===== src/hw/rtl/dd_odom_pkg.sv =====
// Shared widths, constants, types and the arctangent table of the odometry integrator.
package dd_odom_pkg;

    localparam int SPEED_W    = 16;
    localparam int SUM_W      = 17;
    localparam int GAIN_W     = 18;
    localparam int POS_W      = 32;
    localparam int HEAD_W     = 16;
    localparam int ANG_W      = 18;
    localparam int TRIG_W     = 19;
    localparam int Z_W        = 20;
    localparam int MUL_W      = 19;
    localparam int PROD_W     = 2 * MUL_W;
    localparam int P_W        = 35;
    localparam int P_LO_W     = 17;
    localparam int DH_W       = 25;
    localparam int NH_W       = 27;
    localparam int ACC_W      = 54;
    localparam int DX_W       = ACC_W - 24;
    localparam int PSUM_W     = POS_W + 2;
    localparam int CORDIC_N   = 16;
    localparam int ITER_W     = $clog2(CORDIC_N);
    localparam int CFG_IDX_W  = 4;
    localparam int CFG_DATA_W = 32;

    // Configuration register indexes
    localparam logic [CFG_IDX_W-1:0] REG_DIST_GAIN    = CFG_IDX_W'(0);
    localparam logic [CFG_IDX_W-1:0] REG_TURN_GAIN    = CFG_IDX_W'(1);
    localparam logic [CFG_IDX_W-1:0] REG_ANGULAR_GAIN = CFG_IDX_W'(2);

    localparam logic [GAIN_W-1:0] DIST_GAIN_RST    = GAIN_W'(11111);
    localparam logic [GAIN_W-1:0] TURN_GAIN_RST    = GAIN_W'(27778);
    localparam logic [GAIN_W-1:0] ANGULAR_GAIN_RST = GAIN_W'(81920);

    // Heading wrap at 3.14 rad in Q3.13, span 6.28 rad
    localparam int WRAP_LIM  = 25723;
    localparam int WRAP_SPAN = 51446;
    localparam int HEAD_MAX  = 32767;
    localparam int HEAD_MIN  = -32768;
    localparam int ANG_LIM   = 81920;

    localparam logic signed [PSUM_W-1:0] POS_MAX = PSUM_W'(64'sd2147483647);
    localparam logic signed [PSUM_W-1:0] POS_MIN = PSUM_W'(-64'sd2147483648);

    // CORDIC constants in Q.16
    localparam logic signed [Z_W-1:0]    HALF_PI_Q16     = Z_W'(102944);
    localparam logic signed [Z_W-1:0]    NEG_HALF_PI_Q16 = -Z_W'(102944);
    localparam logic signed [Z_W-1:0]    PI_Q16          = Z_W'(205887);
    localparam logic signed [TRIG_W-1:0] CORDIC_K        = TRIG_W'(39796);

    typedef struct packed {
        logic                     valid;
        logic signed [TRIG_W-1:0] cos_q16;
        logic signed [TRIG_W-1:0] sin_q16;
    } trig_t;

    function automatic logic signed [Z_W-1:0] atan_q16(input logic [ITER_W-1:0] idx);
        logic signed [Z_W-1:0] r;
        case (idx)
            4'd0:    r = Z_W'(51472);
            4'd1:    r = Z_W'(30386);
            4'd2:    r = Z_W'(16055);
            4'd3:    r = Z_W'(8150);
            4'd4:    r = Z_W'(4091);
            4'd5:    r = Z_W'(2047);
            4'd6:    r = Z_W'(1024);
            4'd7:    r = Z_W'(512);
            4'd8:    r = Z_W'(256);
            4'd9:    r = Z_W'(128);
            4'd10:   r = Z_W'(64);
            4'd11:   r = Z_W'(32);
            4'd12:   r = Z_W'(16);
            4'd13:   r = Z_W'(8);
            4'd14:   r = Z_W'(4);
            4'd15:   r = Z_W'(2);
            default: r = '0;
        endcase
        return r;
    endfunction

endpackage


===== src/hw/rtl/dd_odom_mul.sv =====
// Shared signed 19x19 multiplier with a registered product.
module dd_odom_mul
    import dd_odom_pkg::*;
(
    input  logic                     aclk,
    input  logic signed [MUL_W-1:0]  mul_a,
    input  logic signed [MUL_W-1:0]  mul_b,
    output logic signed [PROD_W-1:0] mul_q
);

    logic signed [PROD_W-1:0] prod_reg;

    always_ff @(posedge aclk) begin
        prod_reg <= PROD_W'(mul_a) * PROD_W'(mul_b);
    end

    assign mul_q = prod_reg;

endmodule


===== src/hw/rtl/dd_odom_cordic.sv =====
// Iterative rotation-mode CORDIC giving cosine and sine of the heading in Q.16.
module dd_odom_cordic
    import dd_odom_pkg::*;
(
    input  logic                     aclk,
    input  logic                     aresetn,
    input  logic                     start,
    input  logic signed [HEAD_W-1:0] angle,
    output trig_t                    trig
);

    logic                     busy_reg;
    logic                     done_reg;
    logic [ITER_W-1:0]        iter_reg;
    logic                     neg_reg;
    logic signed [TRIG_W-1:0] x_reg;
    logic signed [TRIG_W-1:0] y_reg;
    logic signed [Z_W-1:0]    z_reg;

    logic signed [Z_W-1:0]    z_start;
    logic signed [Z_W-1:0]    z_fold;
    logic                     neg_fold;
    logic signed [TRIG_W-1:0] x_shr;
    logic signed [TRIG_W-1:0] y_shr;
    logic signed [TRIG_W-1:0] x_next;
    logic signed [TRIG_W-1:0] y_next;
    logic signed [Z_W-1:0]    z_next;
    logic signed [Z_W-1:0]    atan_i;

    // Heading in Q3.13 times eight gives Q.16; fold into the right half plane
    always_comb begin
        z_start  = $signed({angle[HEAD_W-1], angle, 3'b000});
        z_fold   = z_start;
        neg_fold = 1'b0;
        if (z_start > HALF_PI_Q16) begin
            z_fold   = z_start - PI_Q16;
            neg_fold = 1'b1;
        end else if (z_start < NEG_HALF_PI_Q16) begin
            z_fold   = z_start + PI_Q16;
            neg_fold = 1'b1;
        end
    end

    always_comb begin
        x_shr  = x_reg >>> iter_reg;
        y_shr  = y_reg >>> iter_reg;
        atan_i = atan_q16(iter_reg);
        if (!z_reg[Z_W-1]) begin
            x_next = x_reg - y_shr;
            y_next = y_reg + x_shr;
            z_next = z_reg - atan_i;
        end else begin
            x_next = x_reg + y_shr;
            y_next = y_reg - x_shr;
            z_next = z_reg + atan_i;
        end
    end

    always_ff @(posedge aclk) begin
        if (!aresetn) begin
            busy_reg <= 1'b0;
            done_reg <= 1'b0;
            iter_reg <= '0;
        end else if (start) begin
            busy_reg <= 1'b1;
            done_reg <= 1'b0;
            iter_reg <= '0;
        end else if (busy_reg) begin
            iter_reg <= iter_reg + 1'b1;
            if (iter_reg == ITER_W'(CORDIC_N - 1)) begin
                busy_reg <= 1'b0;
                done_reg <= 1'b1;
            end
        end
    end

    always_ff @(posedge aclk) begin
        if (start) begin
            x_reg   <= CORDIC_K;
            y_reg   <= '0;
            z_reg   <= z_fold;
            neg_reg <= neg_fold;
        end else if (busy_reg) begin
            x_reg <= x_next;
            y_reg <= y_next;
            z_reg <= z_next;
        end
    end

    assign trig.valid   = done_reg;
    assign trig.cos_q16 = neg_reg ? -x_reg : x_reg;
    assign trig.sin_q16 = neg_reg ? -y_reg : y_reg;

endmodule


===== src/hw/rtl/diff_drive_odometry_integrator.sv =====
// Top level of the differential-drive odometry integrator: sequencer, pose state and ports.
//
// Dead-reckoning pose integrator for a two-wheel robot. Each accepted transaction of left and
// right wheel speeds (Q8.8) moves the pose along the heading held before the update and turns
// the heading; the result carries x and y (Q16.16, saturating), the wrapped heading (Q3.13),
// the linear speed and the angular speed. One item occupies the block from acceptance until its
// result is committed; no new item is accepted before then. The work is the 16 iterations of
// the CORDIC sine/cosine unit followed by four passes through the single shared 19x19 multiplier
// for the split position products. A finished result waits in the output stage while the next
// item is taken and worked on; the pose is committed only once the previous result has been
// taken. Gains are written through the cfg_ port, which is always ready; only the low 18 bits
// of the data are kept and writes to unknown indexes are dropped.
module diff_drive_odometry_integrator
    import dd_odom_pkg::*;
(
    input  logic                       aclk,
    input  logic                       aresetn,

    input  logic                       cfg_valid,
    output logic                       cfg_ready,
    input  logic [CFG_IDX_W-1:0]       cfg_index,
    input  logic [CFG_DATA_W-1:0]      cfg_data,

    input  logic                       s_valid,
    output logic                       s_ready,
    input  logic signed [SPEED_W-1:0]  s_left_speed,
    input  logic signed [SPEED_W-1:0]  s_right_speed,

    output logic                       m_valid,
    input  logic                       m_ready,
    output logic signed [POS_W-1:0]    m_pos_x,
    output logic signed [POS_W-1:0]    m_pos_y,
    output logic signed [HEAD_W-1:0]   m_heading,
    output logic signed [SPEED_W-1:0]  m_linear_speed,
    output logic signed [ANG_W-1:0]    m_angular_speed
);

    localparam logic [1:0] ST_IDLE  = 2'd0;
    localparam logic [1:0] ST_RUN   = 2'd1;
    localparam logic [1:0] ST_WRITE = 2'd2;

    localparam int STEP_W = 5;
    localparam logic [STEP_W-1:0] STEP_P      = STEP_W'(0);
    localparam logic [STEP_W-1:0] STEP_TURN   = STEP_W'(1);
    localparam logic [STEP_W-1:0] STEP_ANG    = STEP_W'(2);
    localparam logic [STEP_W-1:0] STEP_HEAD   = STEP_W'(3);
    localparam logic [STEP_W-1:0] STEP_COS_LO = STEP_W'(16);
    localparam logic [STEP_W-1:0] STEP_COS_HI = STEP_W'(17);
    localparam logic [STEP_W-1:0] STEP_SIN_LO = STEP_W'(18);
    localparam logic [STEP_W-1:0] STEP_SIN_HI = STEP_W'(19);
    localparam logic [STEP_W-1:0] STEP_Y_ACC  = STEP_W'(20);
    localparam logic [STEP_W-1:0] STEP_LAST   = STEP_W'(21);

    logic [1:0]               state_reg;
    logic [STEP_W-1:0]        step_reg;
    logic                     m_valid_reg;

    logic [GAIN_W-1:0]        dist_gain_reg;
    logic [GAIN_W-1:0]        turn_gain_reg;
    logic [GAIN_W-1:0]        angular_gain_reg;

    logic signed [POS_W-1:0]  x_acc_reg;
    logic signed [POS_W-1:0]  y_acc_reg;
    logic signed [HEAD_W-1:0] heading_acc_reg;

    logic signed [SUM_W-1:0]   sum_reg;
    logic signed [SUM_W-1:0]   diff_reg;
    logic signed [SPEED_W-1:0] lin_reg;
    logic signed [P_W-1:0]     p_reg;
    logic signed [DH_W-1:0]    dh_reg;
    logic signed [ANG_W-1:0]   ang_reg;
    logic signed [HEAD_W-1:0]  head_new_reg;
    logic signed [ACC_W-1:0]   acc_reg;
    logic signed [POS_W-1:0]   x_new_reg;
    logic signed [POS_W-1:0]   y_new_reg;
    logic signed [SPEED_W-1:0] m_lin_reg;
    logic signed [ANG_W-1:0]   m_ang_reg;

    logic                      in_acc;
    logic                      commit;
    logic signed [SUM_W-1:0]   sum_in;
    logic signed [SUM_W-1:0]   diff_in;

    logic signed [MUL_W-1:0]   mul_a;
    logic signed [MUL_W-1:0]   mul_b;
    logic signed [PROD_W-1:0]  mul_q;
    trig_t                     trig;

    logic signed [PROD_W:0]    neg_turn;
    logic signed [PROD_W-16-1:0] ang_shr;
    logic signed [ANG_W-1:0]   ang_next;
    logic signed [NH_W-1:0]    nh_raw;
    logic signed [NH_W-1:0]    nh_wrap;
    logic signed [HEAD_W-1:0]  head_next;
    logic signed [ACC_W-1:0]   prod_ext;
    logic signed [POS_W-1:0]   pos_base;
    logic signed [PSUM_W-1:0]  pos_sum;
    logic signed [POS_W-1:0]   pos_next;

    assign cfg_ready = 1'b1;
    assign s_ready   = (state_reg == ST_IDLE);
    assign in_acc    = s_valid && s_ready;
    assign commit    = (state_reg == ST_WRITE) && (!m_valid_reg || m_ready);

    assign sum_in  = SUM_W'(s_right_speed) + SUM_W'(s_left_speed);
    assign diff_in = SUM_W'(s_right_speed) - SUM_W'(s_left_speed);

    dd_odom_cordic u_cordic (
        .aclk    (aclk),
        .aresetn (aresetn),
        .start   (in_acc),
        .angle   (heading_acc_reg),
        .trig    (trig)
    );

    dd_odom_mul u_mul (
        .aclk  (aclk),
        .mul_a (mul_a),
        .mul_b (mul_b),
        .mul_q (mul_q)
    );

    // Operand schedule for the shared multiplier, whose product is registered
    always_comb begin
        mul_a = '0;
        mul_b = '0;
        case (step_reg)
            STEP_P: begin
                mul_a = MUL_W'(sum_reg);
                mul_b = $signed({1'b0, dist_gain_reg});
            end
            STEP_TURN: begin
                mul_a = MUL_W'(diff_reg);
                mul_b = $signed({1'b0, turn_gain_reg});
            end
            STEP_ANG: begin
                mul_a = MUL_W'(diff_reg);
                mul_b = $signed({1'b0, angular_gain_reg});
            end
            STEP_COS_LO: begin
                mul_a = $signed({2'b00, p_reg[P_LO_W-1:0]});
                mul_b = trig.cos_q16;
            end
            STEP_COS_HI: begin
                mul_a = MUL_W'($signed(p_reg[P_W-1:P_LO_W]));
                mul_b = trig.cos_q16;
            end
            STEP_SIN_LO: begin
                mul_a = $signed({2'b00, p_reg[P_LO_W-1:0]});
                mul_b = trig.sin_q16;
            end
            STEP_SIN_HI: begin
                mul_a = MUL_W'($signed(p_reg[P_W-1:P_LO_W]));
                mul_b = trig.sin_q16;
            end
            default: begin
                mul_a = '0;
                mul_b = '0;
            end
        endcase
    end

    // Angular speed: drop 16 fraction bits, clamp to the reported range
    always_comb begin
        ang_shr = mul_q[PROD_W-1:16];
        if (ang_shr > ANG_LIM) begin
            ang_next = ANG_W'(ANG_LIM);
        end else if (ang_shr < -ANG_LIM) begin
            ang_next = -ANG_W'(ANG_LIM);
        end else begin
            ang_next = ang_shr[ANG_W-1:0];
        end
    end

    assign neg_turn = -((PROD_W + 1)'(mul_q));

    // Heading: add the turn, wrap once, then saturate
    always_comb begin
        nh_raw  = NH_W'(heading_acc_reg) + NH_W'(dh_reg);
        nh_wrap = nh_raw;
        if (nh_raw > WRAP_LIM) begin
            nh_wrap = nh_raw - NH_W'(WRAP_SPAN);
        end else if (nh_raw < -WRAP_LIM) begin
            nh_wrap = nh_raw + NH_W'(WRAP_SPAN);
        end
        if (nh_wrap > HEAD_MAX) begin
            head_next = HEAD_W'(HEAD_MAX);
        end else if (nh_wrap < HEAD_MIN) begin
            head_next = HEAD_W'(HEAD_MIN);
        end else begin
            head_next = nh_wrap[HEAD_W-1:0];
        end
    end

    // One adder and clamp serves x then y
    always_comb begin
        prod_ext = ACC_W'(mul_q);
        pos_base = (step_reg == STEP_SIN_HI) ? x_acc_reg : y_acc_reg;
        pos_sum  = PSUM_W'(pos_base) + PSUM_W'($signed(acc_reg[ACC_W-1:24]));
        if (pos_sum > POS_MAX) begin
            pos_next = POS_MAX[POS_W-1:0];
        end else if (pos_sum < POS_MIN) begin
            pos_next = POS_MIN[POS_W-1:0];
        end else begin
            pos_next = pos_sum[POS_W-1:0];
        end
    end

    always_ff @(posedge aclk) begin
        if (in_acc) begin
            sum_reg  <= sum_in;
            diff_reg <= diff_in;
            lin_reg  <= sum_in[SUM_W-1:1];
        end
        if (state_reg == ST_RUN) begin
            case (step_reg)
                STEP_TURN:   p_reg        <= mul_q[P_W-1:0];
                STEP_ANG:    dh_reg       <= neg_turn[DH_W+11-1:11];
                STEP_HEAD: begin
                    ang_reg      <= ang_next;
                    head_new_reg <= head_next;
                end
                STEP_COS_HI: acc_reg      <= prod_ext;
                STEP_SIN_LO: acc_reg      <= acc_reg + (prod_ext <<< P_LO_W);
                STEP_SIN_HI: begin
                    acc_reg   <= prod_ext;
                    x_new_reg <= pos_next;
                end
                STEP_Y_ACC:  acc_reg      <= acc_reg + (prod_ext <<< P_LO_W);
                STEP_LAST:   y_new_reg    <= pos_next;
                default:     ;
            endcase
        end
        if (commit) begin
            m_lin_reg <= lin_reg;
            m_ang_reg <= ang_reg;
        end
    end

    always_ff @(posedge aclk) begin
        if (!aresetn) begin
            state_reg        <= ST_IDLE;
            step_reg         <= '0;
            m_valid_reg      <= 1'b0;
            dist_gain_reg    <= DIST_GAIN_RST;
            turn_gain_reg    <= TURN_GAIN_RST;
            angular_gain_reg <= ANGULAR_GAIN_RST;
            x_acc_reg        <= '0;
            y_acc_reg        <= '0;
            heading_acc_reg  <= '0;
        end else begin
            if (cfg_valid && cfg_ready) begin
                unique case (cfg_index)
                    REG_DIST_GAIN:    dist_gain_reg    <= cfg_data[GAIN_W-1:0];
                    REG_TURN_GAIN:    turn_gain_reg    <= cfg_data[GAIN_W-1:0];
                    REG_ANGULAR_GAIN: angular_gain_reg <= cfg_data[GAIN_W-1:0];
                    default:          ;
                endcase
            end

            unique case (state_reg)
                ST_IDLE: begin
                    if (in_acc) begin
                        state_reg <= ST_RUN;
                        step_reg  <= '0;
                    end
                end
                ST_RUN: begin
                    step_reg <= step_reg + 1'b1;
                    if (step_reg == STEP_LAST) begin
                        state_reg <= ST_WRITE;
                    end
                end
                ST_WRITE: begin
                    // hold until the previous result has been taken
                    if (commit) begin
                        state_reg <= ST_IDLE;
                    end
                end
                default: state_reg <= ST_IDLE;
            endcase

            if (commit) begin
                m_valid_reg     <= 1'b1;
                x_acc_reg       <= x_new_reg;
                y_acc_reg       <= y_new_reg;
                heading_acc_reg <= head_new_reg;
            end else if (m_ready) begin
                m_valid_reg <= 1'b0;
            end
        end
    end

    assign m_valid         = m_valid_reg;
    assign m_pos_x         = x_acc_reg;
    assign m_pos_y         = y_acc_reg;
    assign m_heading       = heading_acc_reg;
    assign m_linear_speed  = m_lin_reg;
    assign m_angular_speed = m_ang_reg;

    a_busy_after_accept: assert property (@(posedge aclk) disable iff (!aresetn)
        in_acc |=> !s_ready)
        else $error("input taken while an item is still being worked on");

    a_trig_ready: assert property (@(posedge aclk) disable iff (!aresetn)
        (state_reg == ST_RUN && step_reg == STEP_COS_LO) |-> trig.valid)
        else $error("position products started before sine and cosine were ready");

    a_commit_shows_result: assert property (@(posedge aclk) disable iff (!aresetn)
        commit |=> m_valid)
        else $error("committed pose not presented as a result");

    a_pose_held: assert property (@(posedge aclk) disable iff (!aresetn)
        !commit |=> ($stable(x_acc_reg) && $stable(y_acc_reg) && $stable(heading_acc_reg)))
        else $error("pose state changed outside a commit");

endmodule


===== config.mk =====
export PLATFORM = sky130hd
export DESIGN_NAME = diff_drive_odometry_integrator
export DESIGN_NICKNAME = d
export VERILOG_FILES = /design/src/hw/rtl/dd_odom_pkg.sv /design/src/hw/rtl/dd_odom_mul.sv /design/src/hw/rtl/dd_odom_cordic.sv /design/src/hw/rtl/diff_drive_odometry_integrator.sv
export SDC_FILE = /design/constraint.sdc
export NUM_CORES = 2
export LEC_CHECK = 0
export ABC_AREA = 1
export BUFFER_PORTS_ARGS = -buffer_cell sky130_fd_sc_hd__clkbuf_2
export CORE_ASPECT_RATIO = 0.75
export CORE_MARGIN = 2
export CORE_UTILIZATION = 45
export CTS_CLUSTER_SIZE = 8
export DETAILED_ROUTE_END_ITERATION = 7
export PLACE_DENSITY = 0.71
export SETUP_SLACK_MARGIN = 0.3
export SLEW_MARGIN = 30
export SYNTH_ARGS = -nofsm -noshare
export SYNTH_HDL_FRONTEND = slang
export SYNTH_SLANG_ARGS = --single-unit
export TNS_END_PERCENT = 1

===== constraint.sdc =====
create_clock -name aclk -period 10 [get_ports aclk]
set_input_delay 1 -clock aclk [delete_from_list [all_inputs] [get_ports aclk]]
set_output_delay 1 -clock aclk [all_outputs]
set_load 0.05 [all_outputs]

==> results.md <==
* Post-DRT Antenna Nets at 0
* H-Tree Level Count at 3
* CTS tree: done
* Root buffer cell: clkbuf_16
* Fmax at about 110 MHz
* Detailed Place HPWL at roughly 110000 um
* Hold path depth at 0
* Pre-CTS WS at 1.01 ns
* Syn avg cell area at between 7 and 8 um2
* Cell family contributing the most delay on the critical path: adder cells
* Starting Density at a little under half
* # setup viols final at 0
* Std-Cell Rows at ~100
* Final hold violation count at 0
* Critical-path top delay cell: fa_1
* R2R Path Start: step_reg[0]
* Main combinational cell family by area after synthesis: adder cells
* # nets final at roughly 7000
* CP arrival at around 9.6 ns
* Fin. max-slew vios at 0
* # port buffers at approximately 170
* Synth Area in Compound Gates at 12.9%
* Area Growth Syn to Fin at 10.9%
* CP Data Required Time at ~11 ns
* Wire per inst at 18.1 um
* CP Buf/Inv Count at 10
* Crit share post-route at 90.9%
* Slowest Stage Delay on Critical Path at roughly 0.59 ns
* Max Cap Viol at 0
* Die area at around 0.11 mm2
* Overflow after GRT at 0
* Layout cells sized above 1 at 7.68%
* YS warnings at 0
* Crit path depth at 34
* Post-synth ARST share at 0%
* Inst Count DP at between 7000 and 8000
* Worst reg2reg path depth at 34
* Iteration-0 DRC Markers at roughly 4200
* CP Max Fanout at 18
* Most common cell on crit path: fa_1
* Post-route DRC at 0
* Post-synthesis xor/xnor area fraction at under 10%
* RSZ-0062 raised after global routing: no
* IO Pins at between 150 and 200
* #FFs+latches synth at ~520
* Finished Layout Cells at ~7500
* Least-Margin Pin Slew at a little under 1 ns
* Outcome: finished clean
* Die Y at around 280 um
* Total CTS buffers at 76
* Final WL at around 140000 um
* Most common cell after layout, fill and taps aside: nand2_1
* TritonRoute pass-1 iters at 6
* Final Skew at roughly 0.048 ns
* Largest net degree at the start of global routing at 100
* Crit Path Class: flop to flop
* Vias in the first global route at 38158
* Hold Buf Count CTS at 0
* Bufs on Longest Clock Path at 3
* Post-route minimum period at 9.09 ns
* Total number of vias at between 40000 and 50000
* Final WS setup at 0.907 ns
* Post-Syn Instances at 5902
* Worst slew margin at 34.4%
* Global Route Usage Sum at about a quarter
* Hold path endpoint: m_angular_speed[17]
* Mux share of post-synthesis cell area at 0.368%
* Die width at roughly 370 um
* Worst reg-to-reg setup slack at between 0.9 and 1 ns
* Clock-pin slew on the worst setup and hold paths at 0.06 ns
* Netlist cell types at between 70 and 80
* Post-synth EDFFs at ~280
* Hold path start: ang_reg[17]
* Mapped cell area at 0.0463 mm2
* Setup TNS at 0 ns
* Adder-cell share of the synthesized area at 24.3%
* Syn_nets at around 6700
* Core footprint at 0.102 mm2
* RR Endpoint: u_mul.mul_q[36]
* Commonest non-fill, non-tap cells in the layout: nand2_1, inv_1, nor2_1
* First-pass GRT wire length at approximately 210000 um
* Latest clock arrival within the worst-skew pair at 0.68 ns
* Primary FF master, synth: edfxtp_1
* Critical Path Start Type: flop
* Antenna violations before repair at 4
* Sequential area share after synthesis at about 29%
* HP Class: flop to flop
* Vias per inst at 5.38
* Crit. End Element: flop
* Post-synthesis simple-gate area fraction at about a fifth
* Number of flip-flops in the largest register at 38
* Placer Congestion at 0.967
* Clk sinks at between 500 and 600
-- area by class of cell --
cell class | count | area [um2]
Clock inverter | 8 | 166
Tap cell | 1339 | 1680
Clock buffer | 127 | 2110
Multi-Input combinational cell | 4194 | 28600
Inverter | 1013 | 3810
Sequential cell | 522 | 13300
Timing Repair Buffer | 267 | 1650
Antenna cell | 5 | 12.5
Fill cell | 9660 | 50300
-- cell usage after synthesis (all sizes together) (13+ instances only) --
cell type,number,area share (%)
a21boi,15,0.24
a21oi,366,4.0
a221oi,27,0.51
a31oi,25,0.34
buf,35,0.42
clkbuf,138,1.1
clkinv,22,0.18
dfxtp,239,10
edfxtp,283,18
fa,365,16
ha,316,8.5
inv,991,8.0
mux2i,17,0.37
nand2,1297,11
nand3,191,2.1
nand4,53,0.76
nor2,541,4.5
nor3,67,0.81
nor4,13,0.21
o211ai,26,0.43
o21ai,482,5.2
o21bai,17,0.28
o22ai,29,0.39
or2,18,0.24
xnor2,67,1.3
xor2,157,3.0
-- cell families (layout without fill, tap and decap cells) --
family | after synthesis | after routing
flops | 522 | 522
other cells | 1 | 6
buf+inv | 1186 | 1415
compound gates | 1072 | 1072
fa+ha+maj | 681 | 681
simple gates | 2199 | 2199
mux | 17 | 17
xor+xnor | 224 | 224
-- how the worst max path moves through the flow --
| stage | startpoint | end | slack [ns] |
|---|---|---|---|
| after floorplan | u_cordic.y_reg[1] | u_mul.mul_q[36] | 1.91 |
| after global placement | u_cordic.y_reg[1] | u_mul.mul_q[36] | 1.06 |
| after detailed placement | u_cordic.y_reg[1] | u_mul.mul_q[36] | 1.01 |
| after CTS | u_cordic.y_reg[1] | u_mul.mul_q[36] | 0.93 |
| after global routing | step_reg[0] | u_mul.mul_q[34] | 0.34 |
| final | step_reg[0] | u_mul.mul_q[36] | 0.91 |
-- metrics by stage --
stage / cell area (um2) / utilization [%] / hold WS (ns)
after floorplan: 46300 / - / 0.400
after global placement: 48800 / 48.1 / 0.404
after detailed placement: 48900 / 48.2 / 0.405
after CTS: 51200 / 50.4 / 0.397
after global routing: 51300 / 50.5 / 0.416
final: 51300 / 50.5 / 0.397
-- layer usage --
metal	part of all wire [%]	track usage [%]
met4	2.2	6.64
met3	12	8.48
met2	40	36.1
met5	0.0088	0
met1	45	37.4
-- timing repair --
action	in CTS	in global routing
gates resized for setup	0	2
hold endpoints to repair	0	0
buffers inserted	0	2
endpoints found under the setup margin	0	2
Power is left out: the tool's default activity adds up to more than one toggle a clock period on the data nets, which glitch-free logic cannot reach.
